`src/design/flpte_pkg.sv`:
```
`timescale 1ns / 1ps
`default_nettype none
package flpte_pkg;

  localparam int TABLE_PAGES = 64;
  localparam int ENTRIES     = 512;
  localparam int IDX_W       = 9;
  localparam int PAGE_W      = $clog2(TABLE_PAGES);
  localparam int ADDR_W      = PAGE_W + IDX_W;
  localparam int FREE_W      = $clog2(TABLE_PAGES + 1);

  localparam logic [1:0] OP_TRANSLATE = 2'd0;
  localparam logic [1:0] OP_MAP       = 2'd1;
  localparam logic [1:0] OP_UNMAP     = 2'd2;

  localparam logic [11:0] TBL_FLAGS = 12'h007;

  typedef struct packed {
    logic              rd;
    logic              wr;
    logic [ADDR_W-1:0] addr;
    logic [63:0]       wdata;
  } mem_req_t;

  typedef struct packed {
    logic [63:0] phys;
    logic [11:0] flags;
    logic        found;
    logic        oot;
  } res_t;

endpackage
`default_nettype wire

```
`src/design/flpte_walk.sv`:
```
`timescale 1ns / 1ps
`default_nettype none
module flpte_walk
  import flpte_pkg::*;
(
  input  wire logic        clk_i,
  input  wire logic        rst_ni,
  input  wire logic        start_i,
  input  wire logic [1:0]  opcode_i,
  input  wire logic [47:0] va_i,
  input  wire logic [63:0] leaf_i,
  output logic             idle_o,
  output mem_req_t         mem_req_o,
  input  wire logic [63:0] mem_rdata_i,
  output logic             res_valid_o,
  output res_t             res_o,
  input  wire logic        res_ack_i
);

  localparam logic [1:0] ST_IDLE  = 2'd0;
  localparam logic [1:0] ST_READ  = 2'd1;
  localparam logic [1:0] ST_WRITE = 2'd2;
  localparam logic [1:0] ST_DONE  = 2'd3;

  logic [1:0]        state_q, state_d;
  logic [1:0]        op_q, op_d;
  logic [35:0]       vpn_q, vpn_d;
  logic [63:0]       leaf_q, leaf_d;
  logic [1:0]        lvl_q, lvl_d;
  logic [PAGE_W-1:0] page_q, page_d;
  logic [FREE_W-1:0] free_q, free_d;
  res_t              res_q, res_d;

  logic              present;
  logic [PAGE_W-1:0] next_page;
  logic [1:0]        missing;
  logic [FREE_W+1:0] need;

  function automatic logic [IDX_W-1:0] lvl_idx(input logic [35:0] vpn, input logic [1:0] lvl);
    logic [IDX_W-1:0] idx;
    case (lvl)
      2'd0:    idx = vpn[35:27];
      2'd1:    idx = vpn[26:18];
      2'd2:    idx = vpn[17:9];
      default: idx = vpn[8:0];
    endcase
    return idx;
  endfunction

  assign present   = mem_rdata_i[0] && (mem_rdata_i[63:12] < 52'(TABLE_PAGES));
  assign next_page = mem_rdata_i[PAGE_W+11:12];
  assign missing   = 2'd3 - lvl_q;
  assign need      = {2'b00, free_q} + (FREE_W+2)'(missing);

  always_comb begin
    state_d   = state_q;
    op_d      = op_q;
    vpn_d     = vpn_q;
    leaf_d    = leaf_q;
    lvl_d     = lvl_q;
    page_d    = page_q;
    free_d    = free_q;
    res_d     = res_q;
    mem_req_o = '0;

    case (state_q)
      ST_IDLE: begin
        if (start_i) begin
          op_d   = opcode_i;
          vpn_d  = va_i[47:12];
          leaf_d = leaf_i;
          lvl_d  = 2'd0;
          page_d = '0;
          res_d  = '0;
          if (opcode_i inside {OP_TRANSLATE, OP_MAP, OP_UNMAP}) begin
            mem_req_o.rd   = 1'b1;
            mem_req_o.addr = {{PAGE_W{1'b0}}, va_i[47:39]};
            state_d        = ST_READ;
          end else begin
            state_d = ST_DONE;
          end
        end
      end

      ST_READ: begin
        if (lvl_q == 2'd3) begin
          // leaf entry: translate or unmap only
          if (mem_rdata_i[0]) begin
            res_d.found = 1'b1;
            res_d.phys  = {mem_rdata_i[63:12], 12'd0};
            if (op_q == OP_TRANSLATE) begin
              res_d.flags = mem_rdata_i[11:0];
            end else begin
              mem_req_o.wr   = 1'b1;
              mem_req_o.addr = {page_q, lvl_idx(vpn_q, 2'd3)};
            end
          end
          state_d = ST_DONE;
        end else if (present) begin
          page_d = next_page;
          lvl_d  = lvl_q + 2'd1;
          if (op_q == OP_MAP && lvl_q == 2'd2) begin
            state_d = ST_WRITE;
          end else begin
            mem_req_o.rd   = 1'b1;
            mem_req_o.addr = {next_page, lvl_idx(vpn_q, lvl_q + 2'd1)};
          end
        end else if (op_q == OP_MAP) begin
          if (need > (FREE_W+2)'(TABLE_PAGES)) begin
            res_d.oot = 1'b1;
            state_d   = ST_DONE;
          end else begin
            state_d = ST_WRITE;
          end
        end else begin
          state_d = ST_DONE;
        end
      end

      ST_WRITE: begin
        // link fresh tables one level a cycle, then write the leaf
        mem_req_o.wr   = 1'b1;
        mem_req_o.addr = {page_q, lvl_idx(vpn_q, lvl_q)};
        if (lvl_q == 2'd3) begin
          mem_req_o.wdata = leaf_q;
          state_d         = ST_DONE;
        end else begin
          mem_req_o.wdata = {{(52-FREE_W){1'b0}}, free_q, TBL_FLAGS};
          page_d          = free_q[PAGE_W-1:0];
          free_d          = free_q + 1'b1;
          lvl_d           = lvl_q + 2'd1;
        end
      end

      default: begin
        if (res_ack_i) begin
          state_d = ST_IDLE;
        end
      end
    endcase
  end

  always_ff @(posedge clk_i or negedge rst_ni) begin
    if (!rst_ni) begin
      state_q <= ST_IDLE;
      free_q  <= FREE_W'(1);
    end else begin
      state_q <= state_d;
      free_q  <= free_d;
    end
  end

  always_ff @(posedge clk_i) begin
    op_q   <= op_d;
    vpn_q  <= vpn_d;
    leaf_q <= leaf_d;
    lvl_q  <= lvl_d;
    page_q <= page_d;
    res_q  <= res_d;
  end

  assign idle_o      = (state_q == ST_IDLE);
  assign res_valid_o = (state_q == ST_DONE);
  assign res_o       = res_q;

endmodule
`default_nettype wire

```
`config.mk`:
```
export PLATFORM = sky130hd
export DESIGN_NAME = flpte_walk
export DESIGN_NICKNAME = d
export VERILOG_FILES = /design/src/design/flpte_pkg.sv /design/src/design/flpte_walk.sv
export SDC_FILE = /design/constraint.sdc
export NUM_CORES = 1
export LEC_CHECK = 0
export ABC_AREA = 1
export BUFFER_PORTS_ARGS = -buffer_cell sky130_fd_sc_hd__buf_2
export CAP_MARGIN = 20
export CORE_MARGIN = 3
export CORE_UTILIZATION = 49
export DETAILED_ROUTE_END_ITERATION = 10
export GPL_ROUTABILITY_DRIVEN = 0
export PLACE_DENSITY_LB_ADDON = 0.1
export SYNTH_ARGS = -nofsm -noshare
export SYNTH_HDL_FRONTEND = slang
export SYNTH_SLANG_ARGS = --single-unit
```
`constraint.sdc`:
```
create_clock -name clk_i -period 5.9 [get_ports clk_i]
set_clock_uncertainty 0.05 [all_clocks]
set_input_delay 0.295 -clock clk_i [delete_from_list [all_inputs] [get_ports clk_i]]
set_output_delay 0.295 -clock clk_i [all_outputs]
set_load 0.01 [all_outputs]
```
After elaboration in Yosys (flattened, before gate mapping)
Index checks and enable logic that the tools add are counted.

Bits in registers: 197. Input bits: 182. Output and inout port bits: 161.

Add/sub/neg operators: 4. Magnitude comparators: 2. Equality and inequality tests: 23. Multiplexer cells: 49. Bitwise logic cells: 1. Reductions and logical operators: 18.

Operators by type and width (number): $pmux W78 S2 (1); $mux W77 (2); $mux W64 (2); $mux W78 (1); $pmux W9 S3 (2); $lt A52 B7 Y1 const B (1); $mux W15 (3); $pmux W15 S3 (1); $mux W16 (2); $mux W6 (4); $mux W2 (11); $ne A2 B2 Y1 const B (11); $mux W9 (2); $pmux W6 S3 (1); $eq A2 B2 Y1 const B (6); $mux W1 (12); $mux W12 (1); $pmux W2 S3 (2); $eq A2 B1 Y1 const B (5); $logic_not A2 Y1 (5); $reduce_and A5 Y1 (2); $add A7 B2 Y8 (1); $gt A8 B7 Y1 const B (1); $reduce_and A4 Y1 (2); 12 further kinds (16).

Logic depth before layout (Yosys ltp)
Gate-level depths: netlist of the first run.

Depth after elaboration: 8. Depth in mapped cells: 14. Depth with buffers taken out: 14.

Worst setup path after synthesis of the first run
OpenSTA, ideal clock, no wires.

Path type: register to register. Start point: register state_q[1]. End point: register res_q, in the netlist res_o[10], enable pin. Library setup time: 354 ps. Arrival time: 4313 ps. Slack: 1183 ps. Cell stages (with the launch flop): 9. Buffers on the path: 1. Period minus slack after synthesis: 4717 ps. Cells stage by stage: dfrtp_1 inv_1 ha_1 buf_2 nand2_1 inv_1 nand2_1 a21oi_1 o21a_1.

Cells in the longest elaborated chain, start to end: 3.

RTL lines: start, declared (line flpte_walk.sv:25) `logic [1:0] state_q, state_d;`; start signal, assigned (line flpte_walk.sv:148) `state_q <= state_d;`; $eq A2 B1 Y1 / $logic_not A2 Y1 (equally long branches) (line flpte_walk.sv:66) `case (state_q)`; $ne A2 B2 Y1 (no line) / $reduce_bool A2 Y1 (equally long branches); $reduce_and A5 Y1 (no line) (*); end signal, assigned (line flpte_walk.sv:159) `res_q <= res_d;`; end, declared (line flpte_walk.sv:32) `res_t res_q, res_d;`.

Mark *: on every way between the ends. The rest lies on a longest branch, timed or not. A chain may end at the register's enable or synchronous reset.

==> summary.txt, run 1 <==
Floorplan
  • Die ar.: between 0.015 and 0.02 mm²
  • # rows: 47
  • Die width: around 140 µm
  • CORE AREA: 0.01670 mm²
  • Initial Util: 0.5058
  • Die height: 137.3 µm
  • I/O pin total: 343

Detailed routing
  • Drt initial violations: 440
  • Via Count: 6945
  • Antenna viol nets, final: 0
  • Residual DRC: 0
  • Pre-Repair DR Iteration Count: 5
  • Routed wire length: 22.18 mm
  • Via/cell ratio: between 4 and 5
  • Wire length per cell: 15.16 µm

Synth
  • Syn Inst Count: 828
  • Syn avg cell area: 10.20 µm²
  • YS warnings: 0
  • Seq cells post-synth: 185
  • Post-synth top cells: nand2_1 (199), edfxtp_1 (176), inv_1 (150), nor2_1 (128), a21oi_1 (26)
  • Async SR Flop Fraction: 0.04865
  • EDFF count, synth: 176
  • Post-synth top area cell: edfxtp_1
  • Mapped Area: 0.008447 mm²
  • Sequential share of the synthesized area: 0.6525
  • Largest cells by area after synthesis: edfxtp_1 (63%), nand2_1 (8.8%), inv_1 (6.7%)
  • Top_reg_cell synth: edfxtp_1
  • Most frequent cell after synthesis: nand2_1
  • Synth top area share: 0.6257
  • Synth unique cells: 35

Setup path
  • CP max-delay cell: nand2_2
  • Critical Path RT: 5.56 ns
  • Crit-path most repeated cell: nor2_1
  • Startpoint types: register
  • Crit path kind: reg -> out
  • Crit path cell chain: inv_1 -> ha_1 -> nand2_2 -> a21boi_4 -> o211ai_1 -> nor2_1 -> nor2_1 -> buf_2
  • Critical Path AT: approximately 3.3 ns
  • Crit path max-delay family: simple AND/OR/NAND/NOR gates
  • Worst-path maximum fanout: 56
  • Slowest stage delay, CP: about 0.76 ns
  • Crit path capture type: primary output
  • Worst path bufs/invs: 2

Global route
  • Initial antenna violation count: 2
  • Pin count of the biggest net entering global routing: 65
  • Vias in the first global route: 6684
  • GRT Util Overall: 0.2280
  • First-pass GRT wire length: 33.11 mm
  • Total gr overflow: 0

Timing
  • RSZ-0062 raised after global routing: no
  • Setup TNS: 0 ns
  • Final hold violation count: 0
  • Slew @ Worst Pin: 1.051 ns
  • Max transition margin: 0.2967
  • Post-route clock period utilization: 0.6239
  • Fmax: 0.2716 GHz
  • Tmin final: 3.681 ns
  • Setup-failing EPs final: 0
  • Final slew viol count: 0

Pwr
  • Cell Pwr Density: 434.0 mW/mm²
  • Reported leakage power: 5.796 nW
  • Total power draw: slightly above 5 mW
  • Worst IR Drop VDD: 0.0003011 V

Min path
  • Hold Path Class: in -> reg

CTS
  • Clock tree buffer depth: 2
  • Clock root buffer: clkbuf_16
  • CTS tree: done
  • Clk_lat worst skew: 0.42 ns
  • CTS buffer count: 17
  • Cts repair resizes: 0
  • Htree depth: 4
  • Clock slew at reported path FFs: 0.07 ns
  • CTS sink cnt: between 150 and 200

Placement
  • PortBufs: roughly 320
  • Detailed placer's ending HPWL: around 15 mm
  • Placed inst area: 0.01015 mm²

Layout
  • Fraction of layout cells with a size suffix above 1: 0.3006
  • Synthesis-to-finish area growth: 37.51%
  • Fin area: 0.01161 mm²
  • Final core utilization: 0.6955
  • Final net count: 1426
  • Filler instances: 1254

Run
  • Max-cap check violation count: 0

Status
  • Status: completed
## final timing paths
kind / start / end / slack, ns / depth (start not counted)
min in group asynchronous: rst_ni / free_q[4] / 0.23 / 2
worst min-delay path: va_i[26] / vpn_q[14] / 0.02 / 1
worst min register to register: free_q[0] / free_q[0] / 0.49 / 1
worst max-delay path: state_q[0] / mem_req_o[65] / 2.22 / 8
worst max register to register: state_q[1] / res_o[9] / 2.34 / 9
max in group asynchronous: rst_ni / free_q[0] / 5.31 / 2
## routing by layer
layer,GRT usage,part of all wire
met1,0.2698,0.38
met5,0,0.00032
met2,0.3894,0.49
met4,0.08814,0.025
met3,0.07085,0.10
## report_power, final
group	switching [mW]	internal [mW]	total, mW	leakage (nW)
Sequential	0.135	1.99	2.13	1.78
Clock	0.486	0.577	1.06	0.253
Combinational	1.22	0.624	1.85	3.76
Total	1.85	3.19	5.04	5.80
## state kept, by name, summed over array words and instances, names as in the netlist
name / cells
lvl_q: 2
free_q: 7
res_o: 66
state_q: 2
op_q: 2
leaf_q: 64
vpn_q: 36
page_q: 6
## cells by family (layout without fill, tap and decap cells)
family          count (synthesis)  after routing  share of synthesized area
flops                         185            185                     0.6525
simple gates                  366            366                     0.1755
fa+ha+maj                      14             14                    0.02163
other cells                     1             14                  0.0004440
compound gates                 57             57                    0.04488
buf+inv                       199            601                    0.09880
xor+xnor                        6              6                   0.006221
## placed cells by master, fill, tap and decap left out, types with 3 or more instances in the layout
cell           instances
nor2_2                 6
nand2_1              198
edfxtp_1             176
o211ai_1               9
nor2_1               128
dfrtp_1                8
nand4_1                3
nand3_1               22
inv_1                149
a32o_1                 9
inv_2                  6
buf_4                  3
clkbuf_16             17
dlygate4sd3_1         92
buf_2                318
clkinv_1               3
xor2_1                 6
conb_1                12
ha_1                  12
clkinvlp_4             3
a21oi_1               25
o21ai_0                6
clkinv_4               3
## final cells by class
type,count,area [µm²],share of cell area
repair buffers,413,2535,0.2182
multi-input cells,455,2158,0.1858
well taps,220,275.3,0.02370
flip-flops and latches,185,5512,0.4745
inverters,158,595.6,0.05128
clock buffers,19,432.9,0.03727
clock inverters,11,101.3,0.008726
diodes,2,5.005,0.0004309
## timing repair
action	4_1_cts	5_1_grt
hold buffers	91	1
buffers inserted	0	0
endpoints found under the hold margin	99	1
## metrics by stage
stage	hold WS, ns	setup WS [ns]	std cells
final	0.01647	2.219	1463
after global routing	-0.002634	1.923	1462
after CTS	0.002709	2.129	1460
after detailed placement	0.1224	2.303	1339
after global placement	0.1148	2.358	1339
after floorplan	-0.05059	1.183	839
No activity file was read; power rests on OpenSTA's default activity.
==> run 2: changes to the inputs <==
==> constraint.sdc (replaced) <==
create_clock -name clk_i -period 3.5 [get_ports clk_i]
set_clock_uncertainty 0.05 [all_clocks]
set_input_delay 0.175 -clock clk_i [delete_from_list [all_inputs] [get_ports clk_i]]
set_output_delay 0.175 -clock clk_i [all_outputs]
set_load 0.01 [all_outputs]
==> summary.txt, run 2 (synthesized netlist as in run 1, its figures left out) <==
Min path
  • WHS Path Cells: 3
  • Hold Path Class: in -> reg

Timing
  • Final hold violation count: 0
  • Slew @ Worst Pin: 0.7872 ns
  • RSZ-0062 raised after global routing: no
  • Post-route clock period utilization: 0.8664
  • Fmax: 0.3298 GHz
  • Final slew viol count: 0
  • Setup TNS: 0 ns
  • Max transition margin: 0.4752
  • Setup-failing EPs final: 0
  • Tmin final: between 3 and 4 ns

Placement
  • PortBufs: 318
  • Placed Cells: between 1000 and 1500
  • Placed inst area: 0.01020 mm²
  • Detailed placer's ending HPWL: 15.17 mm

Detailed routing
  • Residual DRC: 0
  • Antenna viol nets, final: 0
  • Pre-Repair DR Iteration Count: 5
  • Via/cell ratio: roughly 4.7
  • Wire length per cell: between 10 and 15 µm
  • Routed wire length: between 20 and 25 mm
  • Drt initial violations: 359
  • Via Count: between 7000 and 8000

Global route
  • First-pass GRT wire length: 35.09 mm
  • Initial antenna violation count: 0
  • Vias in the first global route: slightly above 7000
  • Total gr overflow: 0
  • Pin count of the biggest net entering global routing: 103
  • GRT Util Overall: 0.2419

Floorplan
  • # rows: 47
  • Initial Util: 0.5058
  • Die width: 137.3 µm
  • CORE AREA: ~0.017 mm²
  • I/O pin total: between 300 and 400
  • Die height: 137.3 µm
  • Die ar.: between 0.015 and 0.02 mm²

Layout
  • Most frequent cells in the layout: buf_2 (318), nand2_1 (198), edfxtp_1 (176), dlygate4sd3_1 (161), inv_1 (149)
  • Fin area: 0.01240 mm²
  • FF/Latch Area: between 0.005 and 0.006 mm²
  • Fraction of layout cells with a size suffix above 1: 0.2888
  • Final net count: 1499
  • Non-Filler Instances: 1537
  • Max reg flops: 66
  • Area occupied by multi-input gates: 0.002158 mm²
  • Commonest non-fill, non-tap cell in the layout: buf_2
  • Filler instances: roughly 1100
  • Synthesis-to-finish area growth: 46.84%

Status
  • Status: completed

Run
  • Max-cap check violation count: 0

CTS
  • Clock root buffer: clkbuf_16
  • Setup Fix Bufs, Post-CTS: 0
  • Clock tree buffer depth: 2
  • CTS tree: done
  • Htree depth: 4
  • CTS hold repair buffers: 161
  • Clock slew at reported path FFs: ~0.070 ns
  • CTS sink cnt: 185
  • CTS buffer count: 17
  • Clk_lat worst skew: between 0.4 and 0.5 ns
  • Cts repair resizes: 0

Pwr
  • Worst IR Drop VDD: approximately 0.00064 V
  • Cell Pwr Density: 705.3 mW/mm²
  • Reported leakage power: 6.133 nW

Setup path
  • Crit path kind: reg -> out
  • Crit path capture type: primary output
  • Startpoint types: register
  • Critical Path AT: 2.81 ns
  • Critical Path RT: 3.27 ns
  • R2R cell count: 6
  • Worst-path maximum fanout: 19
-- run 2: cell types whose count changed in the layout (fill, tap and decap cells not counted), sizes merged --
cell and change:
dlygate4sd3 +69, inv +5, buf +4, clkinv -3, bufinv +1, clkbuf -1
diode -1
-- run 2: stage by stage --
stage / setup WS, ns / hold slack [ns] / utilization / total power [mW]
floorplan: 0.2364 / -0.1706 / - / 5.622
global placement: 0.9762 / -0.01404 / 0.6107 / 6.658
detailed placement: 0.9342 / -0.01102 / 0.6107 / 6.729
CTS: 0.4738 / 0.007727 / 0.7425 / 8.800
global route: 0.2160 / 0.02568 / 0.7425 / 9.321
finish: 0.4675 / 0.02615 / 0.7427 / 8.748
-- run 2: path summary, 6_finish.rpt --
path	to	from	slack, ns
worst max-delay path	mem_req_o[71]	state_q[0]	0.47
worst min-delay path	res_o[26]	mem_rdata_i[12]	0.03
worst max register to register	res_o[35]	lvl_q[0]	0.96
worst min register to register	free_q[0]	free_q[0]	0.50
max in group asynchronous	free_q[0]	rst_ni	3.05
min in group asynchronous	free_q[6]	rst_ni	0.10
-- run 2: metal layers --
layer	global-route usage	vias up	share of wire
met3	0.07195	34	0.088
met2	0.4338	325	0.52
li1	-	3554	-
met4	0.07816	0	0.019
met5	0	-	0
met1	0.2767	3288	0.38
-- run 2: area by class of cell --
type / instances / area share
flip-flops and latches: 185 / 0.4444
clock inverters: 14 / 0.01301
repair buffers: 486 / 0.2635
multi-input cells: 455 / 0.1740
diodes: 1 / 0.0002018
well taps: 220 / 0.02219
inverters: 158 / 0.04812
clock buffers: 18 / 0.03460
-- run 2: report_power, final --
group | leakage (nW) | internal (mW) | switching (mW)
Sequential | 1.78 | 3.36 | 0.235
Combinational | 4.07 | 1.13 | 2.09
Clock | 0.285 | 1.07 | 0.858
-- run 2: critical path, cell delays in order, from the launching register on --
cell	delay (ns)
dfrtp_1	0.44
inv_1	0.11
ha_1	0.59
nand2_2	0.40
a21boi_4	0.30
o211ai_1	0.20
nor2_1	0.07
nor2_1	0.12
buf_2	0.16
==> run 3: changes to the inputs <==
--- a/config.mk
+++ b/config.mk
@@ -13,6 +13,7 @@
 export DETAILED_ROUTE_END_ITERATION = 10
 export GPL_ROUTABILITY_DRIVEN = 0
 export PLACE_DENSITY_LB_ADDON = 0.1
+export SETUP_SLACK_MARGIN = 0.5
 export SYNTH_ARGS = -nofsm -noshare
 export SYNTH_HDL_FRONTEND = slang
 export SYNTH_SLANG_ARGS = --single-unit
==> summary.txt, run 3 (synthesized netlist as in run 1, its figures left out) <==
Status
  • Status: completed

Pwr
  • Flop pwr share: 0.411
  • Sw power: 3.164 mW
  • Reported leakage power: 6.134 nW
  • Clock power share: 0.215
  • Internal: between 5 and 6 mW
  • Cell Pwr Density: 705.2 mW/mm²
  • Logic gate share of total power: 0.375
  • Switching Fraction: 0.3610
  • Worst IR Drop VDD: ~0.00045 V

Timing
  • Min Hold Slack: 0.02605 ns
  • Final slew viol count: 0
  • Post-route clock period utilization: 0.8061
  • Setup-failing EPs final: 0
  • RSZ-0062 raised after global routing: yes
  • Final hold violation count: 0
  • Slew @ Worst Pin: 0.8511 ns
  • PnR worst setup slack: between 0.6 and 0.7 ns
  • Fmax: between 0.3 and 0.4 GHz
  • Max transition margin: 0.4326
  • Tmin final: 2.821 ns
  • Setup TNS: 0 ns

Setup path
  • Crit path capture type: primary output
  • Crit path from: state_q[1]
  • R2R cell count: 7
  • Crit path kind: reg -> out
  • Critical Path RT: 3.27 ns
  • CP Capture Point: mem_req_o[70]
  • Startpoint types: register
  • Worst R2R Start: state_q[1]
  • R2r endpoint: res_o[67]
  • R2r setup slk: 1.07 ns
  • Worst-path maximum fanout: 61
  • Critical Path AT: 2.60 ns

Floorplan
  • Die ar.: 0.01885 mm²
  • CORE AREA: around 0.017 mm²
  • I/O pin total: between 300 and 400
  • Die width: around 140 µm
  • Initial Util: 0.5058
  • Die height: 137.3 µm
  • # rows: 47

CTS
  • Clock tree buffer depth: 2
  • CTS tree: done
  • CTS buffer count: 17
  • CTS sink cnt: 185
  • Htree depth: 4
  • Clk_lat worst skew: 0.42 ns
  • Clock slew at reported path FFs: 0.07 ns
  • Clock root buffer: clkbuf_16

Detailed routing
  • Via Count: 7201
  • Drt initial violations: 381
  • Wire length per cell: roughly 15 µm
  • Residual DRC: 0
  • Via/cell ratio: between 4 and 5
  • Pre-Repair DR Iteration Count: 4
  • Routed wire length: 22.98 mm
  • Antenna viol nets, final: 0

Layout
  • Synthesis-to-finish area growth: 47.15%
  • Commonest non-fill, non-tap cell in the layout: buf_2
  • Most frequent cells in the layout: buf_2 (318), nand2_1 (197), edfxtp_1 (176), dlygate4sd3_1 (160), inv_1 (147)
  • Final net count: ~1500
  • Fraction of layout cells with a size suffix above 1: 0.2974
  • Max reg flops: 66
  • Fin area: 0.01243 mm²
  • ANT cells: 0

Placement
  • Detailed placer's ending HPWL: 14.74 mm
  • DP Worst Slack: 0.9376 ns
  • PortBufs: 318
  • Placed inst area: 0.01022 mm²

Global route
  • Pin count of the biggest net entering global routing: 103
  • GRT Util Overall: 0.2425
  • Total gr overflow: 0
  • Vias in the first global route: 7236
  • Initial antenna violation count: 1
  • First-pass GRT wire length: around 35 mm

Min path
  • Hold Path Class: in -> reg
  • HP Start: mem_rdata_i[16]

Run
  • Max-cap check violation count: 0
## run 3: cell count changes in the layout (fill, tap and decap cells not counted), moves of 2 or more
| cell | previous run | this run |
|---|---|---|
| inv_2 | 6 | 8 |
| ha_2 | 1 | 4 |
| inv_8 | 3 | 0 |
| ha_1 | 12 | 8 |
| inv_1 | 149 | 147 |
| buf_4 | 6 | 9 |
| clkinv_2 | 1 | 3 |
## run 3: cell type report
| cell class | instances | area, µm² |
|---|---|---|
| Timing Repair Buffer | 489 | 3292 |
| Fill cell | 1169 | 4272 |
| Inverter | 158 | 598.1 |
| Clock inverter | 14 | 143.9 |
| Sequential cell | 185 | 5512 |
| Tap cell | 220 | 275.3 |
| Multi-Input combinational cell | 455 | 2183 |
| Clock buffer | 17 | 425.4 |
## run 3: power groups by stage
stage	clock, mW	sequential (mW)	combinational (mW)
after CTS	1.92	3.59	3.27
after global routing	2.01	3.66	3.67
after floorplan	0	3.79	1.86
final	1.88	3.60	3.29
after detailed placement	0	3.64	3.11
after global placement	0	3.62	3.07
## run 3: what timing repair did
item / in CTS / in global routing
resized for setup: 1 / 3
hold endpoints to repair: 168 / 0
buffers inserted: 0 / 4
endpoints found under the setup margin: 1 / 4
hold buffers: 160 / 0
pin swaps: 0 / 1
## run 3: through the flow
step	cells	utilization	power, mW
floorplan	839	-	5.651
CTS	1534	0.7420	8.776
finish	1538	0.7442	8.765
global placement	1343	0.6118	6.683
global route	1538	0.7442	9.348
detailed placement	1343	0.6118	6.743
## run 3: critical path, cell delays in order (launching register included)
cell	delay, ns
dfrtp_1	0.43
inv_2	0.12
ha_2	0.34
buf_6	0.41
nand4_4	0.31
nor2_1	0.17
nor2_1	0.06
nor2_1	0.14
buf_2	0.18
## run 3: worst min path at each step
stage	end	slack, ns	cells past startpoint
finish	res_o[30]	0.03	3
global route	res_o[27]	0.02	3
CTS	res_o[30]	0.002	3
detailed placement	free_q[4]	-0.0007	1
global placement	free_q[6]	-0.004	1
floorplan	free_q[1]	-0.17	0
## run 3: layer usage
metal  part of all wire  GRT usage
met1               0.38     0.2820
met2               0.51     0.4210
met3              0.082    0.07049
met4              0.028    0.09922
met5            0.00057          0
